### config.mk
export PLATFORM = sky130hd
export DESIGN_NAME = hmm_ram
export DESIGN_NICKNAME = d
export VERILOG_FILES = /design/src/design/handheld_memory_map_with_oam_dma_assert.svh /design/src/design/hmm_ram.sv
export SDC_FILE = /design/constraint.sdc
export NUM_CORES = 1
export LEC_CHECK = 0
export ABC_AREA = 1
export CAP_MARGIN = 20
export CORE_MARGIN = 1.5
export CORE_UTILIZATION = 50
export CTS_CLUSTER_DIAMETER = 150
export DETAILED_ROUTE_END_ITERATION = 10
export DONT_BUFFER_PORTS = 1
export PLACE_DENSITY = 0.76
export SLEW_MARGIN = 15
export SYNTH_ARGS = -nofsm -noshare
export SYNTH_HDL_FRONTEND = slang
export SYNTH_SLANG_ARGS = --single-unit
### constraint.sdc
create_clock -name clk_i -period 1.75 [get_ports clk_i]
set_clock_uncertainty 0.1 [all_clocks]
set_input_delay 0.35 -clock clk_i [delete_from_list [all_inputs] [get_ports clk_i]]
set_output_delay 0.35 -clock clk_i [all_outputs]
set_load 0.005 [all_outputs]
### src/design/handheld_memory_map_with_oam_dma_assert.svh
// Assertion macros used by the memory map design file.
`ifndef HANDHELD_MEMORY_MAP_WITH_OAM_DMA_ASSERT_SVH
`define HANDHELD_MEMORY_MAP_WITH_OAM_DMA_ASSERT_SVH
`ifndef SYNTH
// Check a property on clk_i, skipped while rst_ni is low.
`define HMM_ASSERT(lbl, prop) \
  lbl: assert property (@(posedge clk_i) disable iff (!rst_ni) prop) \
    else $error("hmm assertion failed");
// Check a property on clk_i, also during reset.
`define HMM_ASSERT_ALWAYS(lbl, prop) \
  lbl: assert property (@(posedge clk_i) prop) else $error("hmm assertion failed");
`else
`define HMM_ASSERT(lbl, prop)
`define HMM_ASSERT_ALWAYS(lbl, prop)
`endif
`endif

### src/design/hmm_ram.sv
module hmm_ram #(
  parameter int Width = 8,
  parameter int Depth = 128,
  localparam int AddrW = $clog2(Depth)
) (
  input  logic             clk_i,
  input  logic             we_i,
  input  logic [AddrW-1:0] waddr_i,
  input  logic [Width-1:0] wdata_i,
  input  logic [AddrW-1:0] raddr_i,
  output logic [Width-1:0] rdata_o
);

  logic [Width-1:0] mem_q [Depth];

  // Write one port, read the other through a registered output.
  always_ff @(posedge clk_i) begin
    if (we_i) begin
      mem_q[waddr_i] <= wdata_i;
    end
    rdata_o <= mem_q[raddr_i];
  end

endmodule

==> impl_metrics.env <==
export IMPL_critPathBufInv=2
export IMPL_die_area_sq_mm=0.0860
export IMPL_crit_family="simple AND/OR/NAND/NOR gates"
export IMPL_grt_overflow=0
export IMPL_drt_iter0_drc=3799
export IMPL_worstPathArrival_ns=2.67
export IMPL_clkSinkCount=1032
export IMPL_post_drt_via_cell_ratio=5.84
export IMPL_grt_antenna_before_repair=2
export IMPL_dp_hpwl_um=57800
export IMPL_grt_pass1_wl_um=163000
export IMPL_relSlewSlack_pct=12.2
export IMPL_clock_latency_ns=0.66
export IMPL_top_layer="met5"
export IMPL_fp_dieW_um=293
export IMPL_fin_crit_sh_pct=125
export IMPL_crit_slowest_cell="inv_16"
export IMPL_critical_path_required_ns=2.23
export IMPL_syn2layout_area_growth_pct=12.7
export IMPL_path_common_cell="nand2_1"
export IMPL_worstSetupEndpointType="flop"
export IMPL_dr_pass1_iters=6
export IMPL_reg2regPathDepth=10
export IMPL_fin_crit_ns=2.19
export IMPL_ant_nets=0
export IMPL_power_density_mw_per_mm2=1060
export IMPL_tightest_slew_ns=1.32
export IMPL_status="finished with violations"
export IMPL_clk_path_buf_depth=3
export IMPL_min_path_type="input port to flop"
export IMPL_synth_xor_area_share_pct=0
export IMPL_path_clk_slew_ns=0.06
export IMPL_ys_warn_count=0
export IMPL_routabilityCongestion=0.829
export IMPL_min_path_cells=0
export IMPL_htree_levels=3
export IMPL_rows=106
export IMPL_rrSetupSlack_ns=0.07
export IMPL_wl_met1_um=39200
export IMPL_core_area_sq_mm=0.0836
export IMPL_critPathKind="input port to flop"
export IMPL_layout_commonest_cell="nand2_1"
export IMPL_cp_start_kind="input port"
export IMPL_worstHoldEndpoint="mem_q[52][6]"
export IMPL_regToRegStartpoint="mem_q[115][7]"
export IMPL_slowest_delay_ns=0.43
export IMPL_routed_wl_um=107000
export IMPL_seq_area_frac_synth_pct=73.4
export IMPL_synth_simple_area_share_pct=23.2
export IMPL_muxShareOfSynthArea_pct=0
export IMPL_finalSetupViolCount=8
export IMPL_route_met3_wl_um=11800
export IMPL_synthAdderAreaFrac_pct=0
export IMPL_p_leak_uw=0.0170
export IMPL_timing_hold_ws_ns=-0.275
export IMPL_nNetsFinal=3696
export IMPL_rsz0062_at_grt="false"
export IMPL_cts_setup_buffers=0
export IMPL_fillers=6491
export IMPL_cts_buffers=98
export IMPL_setup_slack_ns=-0.438
export IMPL_synth_seq_cells=1032
export IMPL_synthDistinctLibCells=14
export IMPL_worstPathMaxFanout=513
export IMPL_grt_use_total_pct=24.9
export IMPL_total_power_uw=50300
export IMPL_dr_wl_met2_um=51700
export IMPL_ioPinCount=32
export IMPL_synth_cell_area_sq_mm=0.0421
export IMPL_portBuffers=0
export IMPL_synth_nets=3599
export IMPL_synth_area_per_cell_sq_um=11.8
export IMPL_drc_errors=0
export IMPL_drive_gt1_share_pct=9.89
export IMPL_wl_per_cell_um=22.2
export IMPL_path_cells="inv_16 -> buf_4 -> nand2_1 -> nand3_1 -> nand3_1 -> nand3_1 -> nand2_1 -> nand2_1 -> nand3_1 -> nand2_1 -> nand2_1 -> nand2_1"
export IMPL_max_clock_freq_ghz=0.457
export IMPL_hp_start="wdata_i[6]"
export IMPL_violations="hold timing, setup timing"
export IMPL_synth_compound_area_share_pct=0
export IMPL_root_buffer="clkbuf_16"
export IMPL_start_util_pct=50.4
export IMPL_hold_violations=1024
export IMPL_cts_tree="yes"
export IMPL_slew_viol_final=0
export IMPL_vias=28200
export IMPL_ir_drop_mv=0.683
export IMPL_maxCapViolations=0
export IMPL_synth_cells=3575
export IMPL_grt_max_degree=514
export IMPL_layout_common_cells="nand2_1, edfxtp_1, nand3_1"
export IMPL_die_h_um=293
export IMPL_synth_top_family_by_area="simple AND/OR/NAND/NOR gates"
export IMPL_utilization_pct=56.8
export IMPL_rr_endpoint="rdata_o[7]"
export IMPL_grt_pass1_vias=27500
-- sequential cells by signal (all words and copies together) (netlist names) --
| signal | flops |
|---|---|
| mem_q | 1024 |
| rdata_o | 8 |
-- layout make-up --
class	count	area (sq um)	area share (%)
clock inverters	62	513	1.08
flip-flops and latches	1032	30900	65.2
inverters	24	116	0.245
multi-input cells	2288	9780	20.6
well taps	1080	1350	2.85
diodes	1	2.50	0.00527
repair buffers	228	2180	4.59
clock buffers	117	2590	5.45
-- synthesized netlist by cell type --
master / number / area share, %
clkbuf_1: 34 / 0.30
buf_1: 14 / 0.12
edfxtp_1: 1024 / 73
buf_6: 22 / 0.59
nand2_1: 1215 / 11
nor2_1: 134 / 1.2
buf_2: 121 / 1.4
inv_2: 2 / 0.018
buf_4: 40 / 0.71
inv_1: 21 / 0.19
nor3_1: 8 / 0.095
dfxtp_1: 8 / 0.38
inv_8: 1 / 0.027
nand3_1: 931 / 11
-- per-layer routing --
layer / track usage (%) / vias to the layer above
li1: - / 12800
met1: 32.6 / 13500
met2: 40.6 / 1639
met3: 4.58 / 271
met4: 11.3 / 4
met5: 0 / -
-- logic make-up (layout without fill, tap and decap cells) --
logic type / after synthesis / after routing
buf+inv: 255 / 431
flops: 1032 / 1032
other cells: 0 / 1
simple gates: 2288 / 2288
-- worst max path at each step --
| stage | startpoint | to | slack [ns] | cells after the start |
|---|---|---|---|---|
| final | raddr_i[0] | rdata_o[5] | -0.44 | 12 |
| after global routing | mem_q[91][7] | rdata_o[7] | 0.002 | 10 |
| after CTS | raddr_i[4] | rdata_o[7] | 0.006 | 6 |
| after detailed placement | raddr_i[1] | rdata_o[6] | -0.42 | 12 |
| after global placement | raddr_i[1] | rdata_o[6] | -0.41 | 12 |
| after floorplan | we_i | mem_q[105][0] | -0.06 | 4 |
-- through the flow --
step                hold slack (ns)  setup WS [ns]  TNS, ns  area [sq um]  cells
global placement              0.368         -0.408    -3.21         44300   4647
floorplan                     0.349        -0.0558   -31.26         42100   3575
global route                 -0.291        0.00179        0         47400   4832
finish                       -0.275         -0.438    -2.65         47400   4832
detailed placement            0.367         -0.419    -5.86         44300   4647
CTS                          -0.305        0.00590        0         47400   4830
-- timing repair --
action	4_1_cts	5_1_grt
setup endpoints to repair	0	6
hold endpoints to repair	1032	1025
gates resized for setup	0	7
hold buffers	4	1
-- where the power goes --
part / switching (uW) / internal [uW]
sequential: 79.6 / 27300
clock: 8860 / 11700
combinational: 1530 / 830
total: 10500 / 39800
Note: power is estimated with default switching activity, not from simulation.
